==> src/rtl/core/gfrs_pkg.sv <==
// gfrs_pkg: shared constants, types and helpers of the frame reorder scheduler
// no dependencies; imported by the interfaces and all rtl/core modules but gfrs_ram
package gfrs_pkg;

    localparam int MAX_GOP_LEN_DEF  = 16;
    localparam int HANDLE_WIDTH_DEF = 8;
    localparam int RING_MULT        = 3;

    localparam int GOP_W      = 5;
    localparam int IP_W       = 10;
    localparam int POC_W      = 40;
    localparam int TIME_W     = 64;
    localparam int EXT_HND_W  = 8;
    localparam int CNT_W      = 32;
    localparam int CFG_ADDR_W = 3;
    localparam int CFG_DATA_W = 40;
    localparam int DIV_W      = 34;
    localparam int DVS_W      = 11;
    localparam int POS_W      = 7;
    localparam int T_W        = 6;

    typedef enum logic [CFG_ADDR_W-1:0] {
        REG_GOP_LENGTH    = 3'd0,
        REG_LOW_DELAY     = 3'd1,
        REG_OPEN_GOP      = 3'd2,
        REG_INTRA_PERIOD  = 3'd3,
        REG_POC_LOW       = 3'd4,
        REG_POC_HIGH      = 3'd5
    } gfrs_reg_t;

    typedef enum logic [4:0] {
        OP_NOP,
        OP_CAPTURE,
        OP_PT_FN_FO,
        OP_PT_FN_REM,
        OP_PT_POS_ZERO,
        OP_PT_POS_REM,
        OP_PT_EMIT,
        OP_SLOT_BM1,
        OP_SLOT_REM,
        OP_FEED_WRITE,
        OP_SD_FEED,
        OP_TMP_LOAD,
        OP_SD_DRAIN,
        OP_ZERO_DTS,
        OP_BASE_REM,
        OP_EXTRA,
        OP_IDX_GS,
        OP_SKIP_STEP,
        OP_IDX_FOUND,
        OP_DTS_ADD,
        OP_DTS_DEC,
        OP_EMIT
    } gfrs_op_t;

    typedef enum logic [3:0] {
        DS_PT_IP,
        DS_PT_G,
        DS_FEED,
        DS_LAST,
        DS_NG,
        DS_NIP,
        DS_NXG,
        DS_NB,
        DS_DIB,
        DS_IDXB
    } gfrs_dsel_t;

    typedef struct packed {
        gfrs_op_t   op;
        logic       take;
        logic       div_start;
        gfrs_dsel_t div_sel;
    } gfrs_cmd_t;

    typedef struct packed {
        logic in_valid;
        logic pt;
        logic action;
        logic g_zero;
        logic ip_zero;
        logic fi_zero;
        logic fi_lt_t;
        logic fi_eq_t;
        logic fo_eq_fi;
        logic fo_zero;
        logic first;
        logic reorder_ip;
        logic closed_hit;
        logic pos_ge_t;
        logic idx_lt;
        logic idx_neg;
        logic fo1_lt_g;
        logic div_done;
        logic slot_valid;
        logic out_free;
    } gfrs_status_t;

    function automatic logic [GOP_W-1:0] poc_entry(input logic [POC_W-1:0] lo,
                                                   input logic [POC_W-1:0] hi,
                                                   input logic [POS_W-1:0] pos);
        logic [GOP_W-1:0] v;
        v = '0;
        if (pos < POS_W'(8))
        begin
            v = lo[5*pos[2:0] +: GOP_W];
        end
        else if (pos < POS_W'(16))
        begin
            v = hi[5*pos[2:0] +: GOP_W];
        end
        return v;
    endfunction

endpackage

==> src/rtl/core/gfrs_ctrl.sv <==
// gfrs_ctrl: sequencing state machine of the frame reorder scheduler
// depends on gfrs_pkg; drives the datapath by command and reads its status
module gfrs_ctrl (
    input  logic                   clk,
    input  logic                   rst_n,
    input  gfrs_pkg::gfrs_status_t st,
    output gfrs_pkg::gfrs_cmd_t    cmd
);
    import gfrs_pkg::*;

    typedef enum logic [28:0] {
        S_IDLE     = (29'd1 << 0),
        S_CLASSIFY = (29'd1 << 1),
        S_PT_IPW   = (29'd1 << 2),
        S_PT_GDIV  = (29'd1 << 3),
        S_PT_GW    = (29'd1 << 4),
        S_PT_EMIT  = (29'd1 << 5),
        S_FD_W     = (29'd1 << 6),
        S_FD_WRITE = (29'd1 << 7),
        S_FD_CHK   = (29'd1 << 8),
        S_SD_FEED  = (29'd1 << 9),
        S_DR_W     = (29'd1 << 10),
        S_DR_TMP   = (29'd1 << 11),
        S_DR_SD    = (29'd1 << 12),
        S_OUT_SEL  = (29'd1 << 13),
        S_Z_DTS    = (29'd1 << 14),
        S_NG_W     = (29'd1 << 15),
        S_NIP_W    = (29'd1 << 16),
        S_NXG_DIV  = (29'd1 << 17),
        S_CL_CHK   = (29'd1 << 18),
        S_SRCH     = (29'd1 << 19),
        S_DT_SEL   = (29'd1 << 20),
        S_DTA_W    = (29'd1 << 21),
        S_DTB_W    = (29'd1 << 22),
        S_DTA_SET  = (29'd1 << 23),
        S_DTB_SET  = (29'd1 << 24),
        S_SLOT_SEL = (29'd1 << 25),
        S_SL_W     = (29'd1 << 26),
        S_SL_CHK   = (29'd1 << 27),
        S_SL_EMIT  = (29'd1 << 28)
    } gfrs_state_t;

    gfrs_state_t state_reg;
    gfrs_state_t state_next;

    always_ff @(posedge clk or negedge rst_n)
    begin
        if (!rst_n)
        begin
            state_reg <= S_IDLE;
        end
        else
        begin
            state_reg <= state_next;
        end
    end

    always_comb
    begin
        state_next    = state_reg;
        cmd.op        = OP_NOP;
        cmd.take      = 1'b0;
        cmd.div_start = 1'b0;
        cmd.div_sel   = DS_FEED;
        unique case (state_reg)
            S_IDLE:
            begin
                cmd.take = 1'b1;
                if (st.in_valid)
                begin
                    cmd.op     = OP_CAPTURE;
                    state_next = S_CLASSIFY;
                end
            end
            S_CLASSIFY:
            begin
                priority if (st.pt && st.action)
                begin
                    state_next = S_IDLE;
                end
                else if (st.pt && st.g_zero)
                begin
                    cmd.op     = OP_PT_POS_ZERO;
                    state_next = S_PT_EMIT;
                end
                else if (st.pt && !st.ip_zero)
                begin
                    cmd.div_start = 1'b1;
                    cmd.div_sel   = DS_PT_IP;
                    state_next    = S_PT_IPW;
                end
                else if (st.pt)
                begin
                    cmd.op     = OP_PT_FN_FO;
                    state_next = S_PT_GDIV;
                end
                else if (!st.action && st.fi_zero)
                begin
                    cmd.op     = OP_SLOT_BM1;
                    state_next = S_FD_WRITE;
                end
                else if (!st.action)
                begin
                    cmd.div_start = 1'b1;
                    cmd.div_sel   = DS_FEED;
                    state_next    = S_FD_W;
                end
                else if (st.fo_eq_fi)
                begin
                    state_next = S_IDLE;
                end
                else if (st.fi_lt_t)
                begin
                    cmd.div_start = 1'b1;
                    cmd.div_sel   = DS_LAST;
                    state_next    = S_DR_W;
                end
                else
                begin
                    state_next = S_OUT_SEL;
                end
            end
            S_PT_IPW:
            begin
                if (st.div_done)
                begin
                    cmd.op     = OP_PT_FN_REM;
                    state_next = S_PT_GDIV;
                end
            end
            S_PT_GDIV:
            begin
                cmd.div_start = 1'b1;
                cmd.div_sel   = DS_PT_G;
                state_next    = S_PT_GW;
            end
            S_PT_GW:
            begin
                if (st.div_done)
                begin
                    cmd.op     = OP_PT_POS_REM;
                    state_next = S_PT_EMIT;
                end
            end
            S_PT_EMIT:
            begin
                if (st.out_free)
                begin
                    cmd.op     = OP_PT_EMIT;
                    state_next = S_IDLE;
                end
            end
            S_FD_W:
            begin
                if (st.div_done)
                begin
                    cmd.op     = OP_SLOT_REM;
                    state_next = S_FD_WRITE;
                end
            end
            S_FD_WRITE:
            begin
                cmd.op     = OP_FEED_WRITE;
                state_next = S_FD_CHK;
            end
            S_FD_CHK:
            begin
                priority if (st.fi_lt_t)
                begin
                    state_next = S_IDLE;
                end
                else if (st.fi_eq_t)
                begin
                    cmd.op     = OP_SLOT_BM1;
                    state_next = S_SD_FEED;
                end
                else if (st.fo_eq_fi)
                begin
                    state_next = S_IDLE;
                end
                else
                begin
                    state_next = S_OUT_SEL;
                end
            end
            S_SD_FEED:
            begin
                cmd.op     = OP_SD_FEED;
                state_next = st.fo_eq_fi ? S_IDLE : S_OUT_SEL;
            end
            S_DR_W:
            begin
                if (st.div_done)
                begin
                    cmd.op     = OP_SLOT_REM;
                    state_next = S_DR_TMP;
                end
            end
            S_DR_TMP:
            begin
                cmd.op     = OP_TMP_LOAD;
                state_next = S_DR_SD;
            end
            S_DR_SD:
            begin
                cmd.op     = OP_SD_DRAIN;
                state_next = S_OUT_SEL;
            end
            S_OUT_SEL:
            begin
                priority if (st.fo_zero)
                begin
                    cmd.op     = OP_SLOT_BM1;
                    state_next = S_Z_DTS;
                end
                else if (!st.first)
                begin
                    state_next = S_IDLE;
                end
                else if (st.reorder_ip)
                begin
                    cmd.div_start = 1'b1;
                    cmd.div_sel   = DS_NIP;
                    state_next    = S_NIP_W;
                end
                else
                begin
                    cmd.div_start = 1'b1;
                    cmd.div_sel   = DS_NG;
                    state_next    = S_NG_W;
                end
            end
            S_Z_DTS:
            begin
                cmd.op     = OP_ZERO_DTS;
                state_next = S_SL_CHK;
            end
            S_NIP_W:
            begin
                if (st.div_done)
                begin
                    cmd.op     = OP_EXTRA;
                    state_next = S_NXG_DIV;
                end
            end
            S_NXG_DIV:
            begin
                cmd.div_start = 1'b1;
                cmd.div_sel   = DS_NXG;
                state_next    = S_NG_W;
            end
            S_NG_W:
            begin
                if (st.div_done)
                begin
                    cmd.op     = OP_BASE_REM;
                    state_next = S_CL_CHK;
                end
            end
            S_CL_CHK:
            begin
                if (st.closed_hit)
                begin
                    cmd.op     = OP_IDX_GS;
                    state_next = S_DT_SEL;
                end
                else
                begin
                    state_next = S_SRCH;
                end
            end
            S_SRCH:
            begin
                priority if (st.pos_ge_t)
                begin
                    state_next = S_IDLE;
                end
                else if (st.idx_lt)
                begin
                    cmd.op     = OP_IDX_FOUND;
                    state_next = S_DT_SEL;
                end
                else
                begin
                    cmd.op = OP_SKIP_STEP;
                end
            end
            S_DT_SEL:
            begin
                cmd.div_start = 1'b1;
                if (st.fo1_lt_g)
                begin
                    cmd.div_sel = DS_NB;
                    state_next  = S_DTA_W;
                end
                else
                begin
                    cmd.div_sel = DS_DIB;
                    state_next  = S_DTB_W;
                end
            end
            S_DTA_W:
            begin
                if (st.div_done)
                begin
                    cmd.op     = OP_SLOT_REM;
                    state_next = S_DTA_SET;
                end
            end
            S_DTB_W:
            begin
                if (st.div_done)
                begin
                    cmd.op     = OP_SLOT_REM;
                    state_next = S_DTB_SET;
                end
            end
            S_DTA_SET:
            begin
                cmd.op     = OP_DTS_ADD;
                state_next = S_SLOT_SEL;
            end
            S_DTB_SET:
            begin
                cmd.op     = OP_DTS_DEC;
                state_next = S_SLOT_SEL;
            end
            S_SLOT_SEL:
            begin
                if (st.idx_neg)
                begin
                    cmd.op     = OP_SLOT_BM1;
                    state_next = S_SL_CHK;
                end
                else
                begin
                    cmd.div_start = 1'b1;
                    cmd.div_sel   = DS_IDXB;
                    state_next    = S_SL_W;
                end
            end
            S_SL_W:
            begin
                if (st.div_done)
                begin
                    cmd.op     = OP_SLOT_REM;
                    state_next = S_SL_CHK;
                end
            end
            S_SL_CHK:
            begin
                state_next = st.slot_valid ? S_SL_EMIT : S_IDLE;
            end
            S_SL_EMIT:
            begin
                if (st.out_free)
                begin
                    cmd.op     = OP_EMIT;
                    state_next = S_IDLE;
                end
            end
            default:
            begin
                state_next = S_IDLE;
            end
        endcase
    end
endmodule

==> config.mk <==
export PLATFORM = sky130hd
export DESIGN_NAME = gfrs_ctrl
export DESIGN_NICKNAME = d
export VERILOG_FILES = /design/src/rtl/core/gfrs_pkg.sv /design/src/rtl/core/gfrs_ctrl.sv
export SDC_FILE = /design/constraint.sdc
export NUM_CORES = 1
export LEC_CHECK = 0
export BUFFER_PORTS_ARGS = -buffer_cell sky130_fd_sc_hd__buf_2
export CAP_MARGIN = 20
export CORE_UTILIZATION = 59
export CTS_BUF_LIST = sky130_fd_sc_hd__clkbuf_4
export CTS_CLUSTER_DIAMETER = 40
export CTS_CLUSTER_SIZE = 20
export DETAILED_ROUTE_END_ITERATION = 10
export GPL_TIMING_DRIVEN = 0
export PLACE_DENSITY = 0.9
export SLEW_MARGIN = 20
export SYNTH_ARGS = -nofsm -noshare
export SYNTH_HDL_FRONTEND = slang
export SYNTH_SLANG_ARGS = --single-unit
==> constraint.sdc <==
create_clock -name clk -period 2.9 [get_ports clk]
set_input_delay 0.58 -clock clk [delete_from_list [all_inputs] [get_ports clk]]
set_output_delay 0.58 -clock clk [all_outputs]
set_load 0.01 [all_outputs]
==> flow_summary.ini, run 1 <==
[synth]
yosys_warnings = 0
synth_edf_count = 0
yosysSeqAreaShare_pct = 33.62
ys.flop_type = dfrtp_1
netlist_area_um2 = 2162
synth-seq-cells = 29
synth_area_per_cell_um2 = 8.718
synth_top_cell_by_area = dfrtp_1
syn_inst = 248
async_flop_share_pct = 100.0
syn-num-nets = 270
ys_types = 53
synth.top_cells.by_area = dfrtp_1 (32%), nor4b_1 (5.3%), nor3_1 (4.9%), nor4_4 (3.9%), nor2_1 (3.8%)
yosysTopAreaCellShare_pct = 32.41

[floorplanning]
rows = 21
boundaryPins = 33
fp.dieH_um = 62.54
start_util_pct = 63.30
dieWidth_um = 62.54

[clock_tree]
clockRootBuffer = clkbuf_4
hold_buffers = 0
clk_path_buf_depth = 2
cts_sinks = 29
cts_buffers = 5
h-tree-depth = 2

[placed_design]
place_congestion = 1.036
dp.final_hpwl_um = 5079
dpl_cell_area_um2 = 2380
io_buffers = 32

[timing]
worstEndpointGrtRepair = cmd[7]
worstEpCategory = top-level output

[run_status]
run_status = aborted with a tool error
failing_step = global routing (5_1_grt)
error = [ERROR DPL-0038] Utilization greater than 100%, impossible to legalize

[global_route]
grt_max_degree = 30
-- cells in the mapped netlist, types with 3 or more instances --
| cell type | n |
|---|---|
| dfrtp_1 | 28 |
| inv_1 | 14 |
| nand4b_1 | 9 |
| nand3_1 | 6 |
| nor4b_1 | 13 |
| nand4_1 | 9 |
| a22o_1 | 4 |
| nand3b_1 | 4 |
| o21ai_0 | 5 |
| a31oi_1 | 3 |
| or3_1 | 10 |
| a21oi_1 | 8 |
| buf_2 | 4 |
| nor3_1 | 21 |
| nor2_1 | 22 |
| nand2_1 | 18 |
| nor4_1 | 12 |
| nand2b_1 | 5 |
| a211oi_1 | 3 |
| o22ai_1 | 3 |
| nor4_4 | 4 |
-- timing repair --
item,CTS
pin swaps,24
setup endpoints to repair,22
setup buffers,53
gates resized for setup,72
-- kinds of logic after synthesis --
group	Yosys count	share of synthesized area [%]
and+or+nand+nor	150	45.02
AOI/OAI and AO/OA	45	15.80
DFF	29	33.62
buffers and inverters	21	4.225
xor gates and xnor gates	2	0.8103
muxes	1	0.5208
-- stage by stage --
step | utilization (%) | hold WS [ns] | cells | TNS (ns) | worst slack [ns]
floorplan | - | 0.2844 | 248 | 0 | 0.09099
global placement | 69.67 | 0.5683 | 326 | -2.757 | -0.6970
detailed placement | 69.67 | 0.5817 | 326 | -2.556 | -0.6716
CTS | 91.43 | 0.2812 | 385 | -1.420 | -0.2873
==> run 2: changes to the inputs <==
--- a/config.mk
+++ b/config.mk
@@ -7,13 +7,10 @@
 export LEC_CHECK = 0
 export BUFFER_PORTS_ARGS = -buffer_cell sky130_fd_sc_hd__buf_2
 export CAP_MARGIN = 20
-export CORE_UTILIZATION = 59
-export CTS_BUF_LIST = sky130_fd_sc_hd__clkbuf_4
-export CTS_CLUSTER_DIAMETER = 40
-export CTS_CLUSTER_SIZE = 20
+export CORE_UTILIZATION = 40
 export DETAILED_ROUTE_END_ITERATION = 10
 export GPL_TIMING_DRIVEN = 0
-export PLACE_DENSITY = 0.9
+export PLACE_DENSITY_LB_ADDON = 0.15
 export SLEW_MARGIN = 20
 export SYNTH_ARGS = -nofsm -noshare
 export SYNTH_HDL_FRONTEND = slang
==> run 2 against run 1 <==
  * The flow now finishes, with violations (setup timing)
  * Synthesized cell count stayed put
  * Synthesized area is the same
==> flow_summary.ini, run 2 <==
[synth]
synth_area_per_cell_um2 = 8.718
synthMostInstantiatedCell = dfrtp_1
syn-num-nets = 270
yosysTopAreaCellShare_pct = 32.41
synth.top_cells.by_area = dfrtp_1 (32%), nor4b_1 (5.3%), nor3_1 (4.9%), nor4_4 (3.9%), nor2_1 (3.8%)
synth-seq-cells = 29
yosys_warnings = 0
synth_edf_count = 0
synth_top_cell_by_area = dfrtp_1
netlist_top_cells_count = dfrtp_1 (28), nor2_1 (22), nor3_1 (21)
yosysSeqAreaShare_pct = 33.62
syn_inst = 248
ys.flop_type = dfrtp_1
ys_types = 53
async_flop_share_pct = 100.0
netlist_area_um2 = 2162

[critical_path]
critPathCaptureType = output port
crit_path_max_fanout = 9
slowest_delay_ns = 0.48
crit_chain = nor4_4 > nand4_1 > buf_6 > buf_4 > nor3_1 > a32o_1 > or4b_1 > buf_2
r2r_start = state_reg[2]$_DFFE_PN0P_
start_kind = flip-flop
critPathArrivalTime_ns = 2.63
required_ns = 2.32
critPathLaunch = state_reg[7]$_DFFE_PN0P_
crit_slowest_cell = nor3_1
crit_type = flip-flop to output port
r2r_cells = 7

[pwr]
ir_drop_mv = 0.4303
power_density_nw_per_um2 = 534.3
p_total_mw = 1.675
p_leak_nw = 1.381

[global_route]
grt_pass1_vias = 2382
grt_max_degree = 30
grt_pass1_wl_um = 12390
top_usage_layer = met2
grt_remaining_overflow = 0
grt_use_met2_pct = 50.50
use_met3_pct = 5.159
antenna_found_initial = 0
track_usage_pct = 30.79
met1_usage_pct = 39.82

[clock_tree]
h-tree-depth = 2
clock_latency_ns = 0.29
clk_path_buf_depth = 2
cts_buffers = 5
cts_tree = built
clkTransAtPathRegs_ns = 0.07
clockRootBuffer = clkbuf_8
cts_sinks = 29
hold_buffers = 0

[placed_design]
place_congestion = 0.9254
dp_slack_ns = -0.7456
io_buffers = 32
dp.final_hpwl_um = 5428

[route]
vias = 2448
drc = 0
post_drt_via_cell_ratio = 6.120
wirelength_um = 8214
firstDrtPassIters = 7
wl_per_cell_um = 20.54
drtIter0Drc = 182
ant_nets = 0

[floorplanning]
boundaryPins = 33
fp.dieH_um = 75.52
coreArea_um2 = 5172
die-area_um2 = 5703
dieWidth_um = 75.52
rows = 26
start_util_pct = 41.80

[run_status]
run_status = finished, violations left
violations = setup timing

[cells_and_area]
layout_common_cells = buf_4 (43), buf_2 (32), nor2_1 (21)
final_common_cell = buf_4
syn_to_final_growth_pct = 45.02
drive_gt1_share_pct = 46.06
largest_reg_flops = 29
antennaDiodeCount = 0
nets = 351

[timing]
fin_crit_ns = 3.211
rsz0062_at_grt = yes
fmax_ghz = 0.3114
setup_ws_ns = -0.3110
drv_slew = 0
slew_headroom_pct = 54.02
hold_viol_final = 0
worst_pin_slew_ns = 0.6897
skew_ns = 0.01111
setup_violations = 9
fin_crit_sh_pct = 110.7

[job]
max-cap-violations = 0

[min_path]
hp-class = input pin to async pin
-- run 2: logic make-up (layout without fill, tap and decap cells) --
logic type,count (synthesis),count (layout),share of synthesized area [%]
compound gates,45,45,15.80
simple gates,150,150,45.02
flops,29,29,33.62
mux,1,1,0.5208
buf+inv,21,103,4.225
xor+xnor,2,2,0.8103
-- run 2: timing repair --
item / in CTS / in global routing
endpoints found under the setup margin: 22 / 18
resized for setup: 65 / 8
setup buffers: 44 / 0
pin swaps: 17 / 1
-- run 2: report_power, final --
group	total (mW)	internal [mW]	switching, mW
clock network	0.445	0.280	0.165
registers	0.451	0.429	0.0222
logic	0.779	0.330	0.449
-- run 2: per-layer routing --
| layer | part of all wire, % | up-vias | wire (µm) |
|---|---|---|---|
| li1 | - | 1139 | - |
| met1 | 43 | 1176 | 3525 |
| met2 | 48 | 106 | 3927 |
| met3 | 5.9 | 27 | 482 |
| met4 | 3.4 | 0 | 278 |
| met5 | 0 | - | 0 |
-- run 2: worst paths after layout --
kind                                                   to  slack [ns]
worst max-delay path                               cmd[7]       -0.31
worst min-delay path            state_reg[25]$_DFFE_PN0P_        0.33
worst max register to register   state_reg[5]$_DFFE_PN0P_        0.02
worst min register to register  state_reg[22]$_DFFE_PN0P_        0.59
max in group asynchronous        state_reg[2]$_DFFE_PN0P_        2.08
min in group clk                 state_reg[9]$_DFFE_PN0P_        0.49
-- run 2: cell type report --
type                    instances  area [µm²]
clock buffers                   7       86.33
multi-input cells             198        1583
fillers                       471        2037
well taps                      70       87.58
repair buffers                 75       486.7
inverters                      14       52.55
plain buffers                   6       60.06
clock inverters                 1       30.03
flip-flops and latches         29       749.5
-- run 2: stage by stage --
| step | TNS (ns) | hold slack, ns | cells | instance area, µm² | util (%) |
|---|---|---|---|---|---|
| 2_1_floorplan | 0 | 0.2844 | 248 | 2162 | - |
| 3_3_place_gp | -4.557 | 0.5632 | 350 | 2410 | 46.59 |
| 3_5_place_dp | -3.436 | 0.5813 | 350 | 2410 | 46.59 |
| 4_1_cts | -1.051 | 0.3604 | 400 | 3095 | 59.85 |
| 5_1_grt | -2.622 | 0.3875 | 400 | 3136 | 60.62 |
| 6_report | -1.760 | 0.3294 | 400 | 3136 | 60.62 |
-- run 2: worst max-delay path: cells and delay by family, from the launching register on --
kind,cells,cell delay (ns)
AND/OR/NAND/NOR,4,1.15
flip-flops,1,0.45
AO/OA/AOI/OAI,1,0.27
buffers and inverters,3,0.47
Note: power is estimated with default switching activity, not from simulation.
==> run 3: changes to the inputs <==
--- a/config.mk
+++ b/config.mk
@@ -6,11 +6,12 @@
 export NUM_CORES = 1
 export LEC_CHECK = 0
 export BUFFER_PORTS_ARGS = -buffer_cell sky130_fd_sc_hd__buf_2
-export CAP_MARGIN = 20
+export CAP_MARGIN = 10
 export CORE_UTILIZATION = 40
 export DETAILED_ROUTE_END_ITERATION = 10
 export GPL_TIMING_DRIVEN = 0
 export PLACE_DENSITY_LB_ADDON = 0.15
+export REMOVE_ABC_BUFFERS = 1
 export SLEW_MARGIN = 20
 export SYNTH_ARGS = -nofsm -noshare
 export SYNTH_HDL_FRONTEND = slang
==> run 3 against run 2 <==
  * The run still ends with setup timing left
  * Die area unchanged
  * Total power decreased by 0.30%
  * Largest cell class unchanged
  * Largest power group unchanged
  * Critical endpoint unchanged
  * Worst setup slack got worse by 0.061 ns
==> flow_summary.ini, run 3 (synthesized netlist as in run 2, its figures left out) <==
[pwr]
p_leak_nw = 1.470
intPower_uw = 991.9
power_density_nw_per_um2 = 493.9
power_frac_seq_pct = 27.1
swShare_pct = 40.61
clock_power_share_pct = 19.8
p_comb_share_pct = 53.1
p_switching_uw = 678.3
ir_drop_mv = 0.3281

[timing]
fin_crit_sh_pct = 112.8
drv_slew = 0
holdWs_ns = 0.3290
fmax_ghz = 0.3057
rsz0062_at_grt = yes
slew_headroom_pct = 54.29
setup_violations = 10
hold_viol_final = 0
skew_ns = 0.001913
setup_tns_ns = -1.969
fin_crit_ns = 3.272
worst_pin_slew_ns = 0.6856
setup_ws_ns = -0.3716

[cells_and_area]
antennaDiodeCount = 0
nets = 371
fillers = 395
drive_gt1_share_pct = 52.29
largest_reg_flops = 29
stdcell_area_um2 = 3382
syn_to_final_growth_pct = 56.42
layout_common_cells = buf_4 (60), buf_2 (32), dfrtp_2 (21)
fin_util_pct = 65.38
final_common_cell = buf_4

[route]
firstDrtPassIters = 5
drc = 0
wl_per_cell_um = 21.19
ant_nets = 0
vias = 2728
drtIter0Drc = 285
wirelength_um = 8901
post_drt_via_cell_ratio = 6.495

[clock_tree]
clockRootBuffer = clkbuf_8
cts_sinks = 29
cts_buffers = 5
clock_latency_ns = 0.29
clk_path_buf_depth = 2
cts_tree = built
h-tree-depth = 2
clkTransAtPathRegs_ns = 0.06

[floorplanning]
dieWidth_um = 75.52
rows = 26
boundaryPins = 33
start_util_pct = 41.80
fp.dieH_um = 75.52
die-area_um2 = 5703
coreArea_um2 = 5172

[global_route]
track_usage_pct = 32.05
antenna_found_initial = 0
grt_pass1_wl_um = 13340
grt_pass1_vias = 2613
grt_max_degree = 30
grt_remaining_overflow = 0

[critical_path]
crit_top_cell = buf_6
r2r-end = state_reg[0]$_DFFE_PN1P_
crit_path_max_fanout = 6
crit_type = flip-flop to output port
crit_slowest_cell = or4b_1
r2r_cells = 14
critPathArrivalTime_ns = 2.69
slowest_delay_ns = 0.54
crit_chain = nor2_2 > nand4_1 > buf_6 > buf_6 > nor3_4 > o21bai_4 > or4_4 > or4b_1 > buf_2
critPathCaptureType = output port
start_kind = flip-flop
r2r_start = state_reg[13]$_DFFE_PN0P_
rrSetupSlack_ns = 0.10
required_ns = 2.32

[placed_design]
dp_slack_ns = -0.8248
dpl_cell_area_um2 = 2385
dp.final_hpwl_um = 5120
io_buffers = 32
place_congestion = 0.8977

[run_status]
violations = setup timing
run_status = finished, violations left

[min_path]
hp-class = input pin to async pin

[job]
max-cap-violations = 0
## run 3: power groups by stage
stage               clock, mW  sequential (mW)  combinational (mW)
finish                  0.331            0.453               0.886
global route            0.355            0.455               0.933
CTS                     0.328            0.452               0.770
detailed placement          0            0.463               0.482
global placement            0            0.461               0.482
floorplan                   0            0.458               0.330
## run 3: area by class of cell
| class | instances | area [µm²] | share of cell area (%) |
|---|---|---|---|
| timing repair buffer | 100 | 718.2 | 21.24 |
| tap | 70 | 87.58 | 2.590 |
| clock inverter | 2 | 10.01 | 0.2960 |
| inverter | 14 | 52.55 | 1.554 |
| multi-input combinational | 199 | 1688 | 49.91 |
| sequential | 29 | 753.2 | 22.27 |
| clock buffer | 6 | 72.57 | 2.146 |
## run 3: worst max-delay path: cells and delay by family (launching register included)
family | cells | cell delay [ns]
flip-flops | 1 | 0.42
AO/OA/AOI/OAI | 1 | 0.17
buffers and inverters | 3 | 0.45
AND/OR/NAND/NOR | 5 | 1.36
## run 3: stage by stage
stage | cells | power [mW]
2_1_floorplan | 241 | 0.7880
3_3_place_gp | 343 | 0.9437
3_5_place_dp | 344 | 0.9447
4_1_cts | 416 | 1.550
5_1_grt | 420 | 1.743
6_report | 420 | 1.670
## run 3: routing by layer
layer	routed length [µm]	GRT usage, %
met5	0	0
met4	458	17.28
met3	633	6.085
met2	4239	53.17
met1	3569	39.49
## run 3: timing repair
action | 4_1_cts | 5_1_grt
pin swaps | 30 | 14
gates resized for setup | 69 | 17
hold buffers | 0 | 0
gates cloned | 1 | 0
endpoints found under the setup margin | 27 | 13
buffers inserted | 64 | 8
## run 3: worst max-delay path by stage
stage                              start  endpoint  slack, ns  cells after the start
2_1_floorplan  state_reg[24]$_DFFE_PN0P_    cmd[1]      -0.54                      5
3_3_place_gp   state_reg[24]$_DFFE_PN0P_    cmd[1]      -1.77                      7
3_5_place_dp   state_reg[13]$_DFFE_PN0P_    cmd[1]      -0.82                      7
4_1_cts         state_reg[0]$_DFFE_PN1P_    cmd[7]      -0.25                      8
5_1_grt         state_reg[7]$_DFFE_PN0P_    cmd[1]      -0.41                      8
6_report       state_reg[16]$_DFFE_PN0P_    cmd[7]      -0.37                      9
==> run 4: changes to the inputs <==
--- a/config.mk
+++ b/config.mk
@@ -7,11 +7,14 @@
 export LEC_CHECK = 0
 export BUFFER_PORTS_ARGS = -buffer_cell sky130_fd_sc_hd__buf_2
 export CAP_MARGIN = 10
+export CORE_MARGIN = 1.5
 export CORE_UTILIZATION = 40
+export CTS_CLUSTER_SIZE = 14
 export DETAILED_ROUTE_END_ITERATION = 10
 export GPL_TIMING_DRIVEN = 0
 export PLACE_DENSITY_LB_ADDON = 0.15
 export REMOVE_ABC_BUFFERS = 1
+export SETUP_SLACK_MARGIN = 0.02
 export SLEW_MARGIN = 20
 export SYNTH_ARGS = -nofsm -noshare
 export SYNTH_HDL_FRONTEND = slang
==> run 4 against run 3 <==
  * The flow still finishes with violations (setup timing)
  * Combinational power down 2%
  * Flip-flop and latch count unchanged
  * Clock power up 4%
  * Worst setup slack better by 0.022 ns
  * Largest cell class unchanged
==> flow_summary.ini, run 4 (synthesized netlist as in run 2, its figures left out) <==
[run_status]
run_status = finished, violations left
violations = setup timing

[critical_path]
required_ns = 2.32
crit_path_max_fanout = 6
start_kind = flip-flop
crit_type = flip-flop to output port
critPathCaptureType = output port
critPathArrivalTime_ns = 2.67

[route]
vias = 2701
wl_per_cell_um = 20.75
wirelength_um = 8714
post_drt_via_cell_ratio = 6.431
drtIter0Drc = 379
firstDrtPassIters = 5
ant_nets = 0
drc = 0

[timing]
setup_ws_ns = -0.3497
fmax_ghz = 0.3077
slew_headroom_pct = 53.99
fin_crit_ns = 3.250
holdWs_ns = 0.3354
setup_tns_ns = -1.550
drv_slew = 0
skew_ns = 0.003928
hold_viol_final = 0
fin_crit_sh_pct = 112.1
setup_violations = 8
rsz0062_at_grt = yes
worst_pin_slew_ns = 0.6901

[floorplanning]
start_util_pct = 41.80
die-area_um2 = 5855
fp.dieH_um = 76.52
coreArea_um2 = 5172
dieWidth_um = 76.52
boundaryPins = 33
rows = 26

[clock_tree]
clock_latency_ns = 0.28
hold_buffers = 0
cts_tree = built
cts_sinks = 29
clk_path_buf_depth = 2
cts_buffers = 5
clockRootBuffer = clkbuf_8
h-tree-depth = 2
clkTransAtPathRegs_ns = 0.06

[job]
max-cap-violations = 0

[placed_design]
dpl.cell_count = 344
dp_slack_ns = -0.8245
place_congestion = 0.9372
io_buffers = 32
dp.final_hpwl_um = 5040

[global_route]
grt_remaining_overflow = 0
grt_pass1_vias = 2394
track_usage_pct = 28.11
grt_pass1_wl_um = 12690
antenna_found_initial = 0
grt_max_degree = 30

[cells_and_area]
layout_common_cells = buf_4 (60), buf_2 (32), nor2_1 (20)
fin_cells = 420
fin_util_pct = 64.73
largest_reg_flops = 29
final_common_cell = buf_4
syn_to_final_growth_pct = 54.86
nets = 372
drive_gt1_share_pct = 50.00
antennaDiodeCount = 0

[pwr]
ir_drop_mv = 0.3509
power_density_nw_per_um2 = 497.6
p_leak_nw = 1.497

[min_path]
hp-class = input pin to async pin
[run 4: cell count changes in the layout (fill, tap and decap cells not counted), sizes merged]
| cell | change |
|---|---|
| clkbuf | +1 |
| clkinv | -2 |
| buf | +1 |
[run 4: layout make-up]
class | count | area, µm²
fillers | 422 | 1824
multi-input cells | 199 | 1645
repair buffers | 101 | 729.5
well taps | 70 | 87.58
clock buffers | 7 | 86.33
inverters | 14 | 52.55
flip-flops and latches | 29 | 747.0
[run 4: timing repair]
item	4_1_cts	5_1_grt
gates cloned	1	0
resized for setup	54	24
pin swaps	23	18
setup endpoints to repair	28	12
buffers inserted	47	21
[run 4: path summary, 6_finish.rpt]
kind	from	endpoint	slack, ns	cells past startpoint
worst max-delay path	state_reg[15]$_DFFE_PN0P_	cmd[1]	-0.35	8
worst min-delay path	rst_n	state_reg[22]$_DFFE_PN0P_	0.34	1
worst max register to register	state_reg[14]$_DFFE_PN0P_	state_reg[15]$_DFFE_PN0P_	0.13	12
worst min register to register	state_reg[15]$_DFFE_PN0P_	state_reg[15]$_DFFE_PN0P_	0.63	1
max in group asynchronous	rst_n	state_reg[19]$_DFFE_PN0P_	2.08	1
min in group clk	st[13]	state_reg[9]$_DFFE_PN0P_	0.50	2
[run 4: through the flow]
step                cell area, µm²  total power, mW
CTS                           3052            1.483
floorplan                     2123           0.7880
global route                  3348            1.739
finish                        3348            1.666
global placement              2371           0.9439
detailed placement            2382           0.9438
[run 4: critical path, stage by stage, from the launching register on]
cell and delay (ns):
dfrtp_2 0.45, buf_4 0.16, nor4_2 0.40, nand4_4 0.23
nor3_4 0.32, nor4_1 0.11, and3_4 0.18, or3b_1 0.39
buf_2 0.15
[run 4: report_power, final]
part	leakage [nW]	internal, mW	total (mW)	switching (mW)
registers	0.374	0.429	0.452	0.0229
clock network	0.0443	0.188	0.345	0.157
logic	1.08	0.389	0.869	0.481
total	1.50	1.01	1.67	0.660
[run 4: routing by layer]
| layer | part of all wire, % | global-route usage, % | routed length (µm) | vias to the layer above |
|---|---|---|---|---|
| met2 | 47 | 46.52 | 4120 | 198 |
| met5 | 0 | 0 | 0 | - |
| met4 | 4.9 | 11.11 | 427 | 0 |
| met3 | 9.3 | 3.952 | 809 | 48 |
| li1 | - | - | - | 1179 |
| met1 | 39 | 36.98 | 3357 | 1276 |
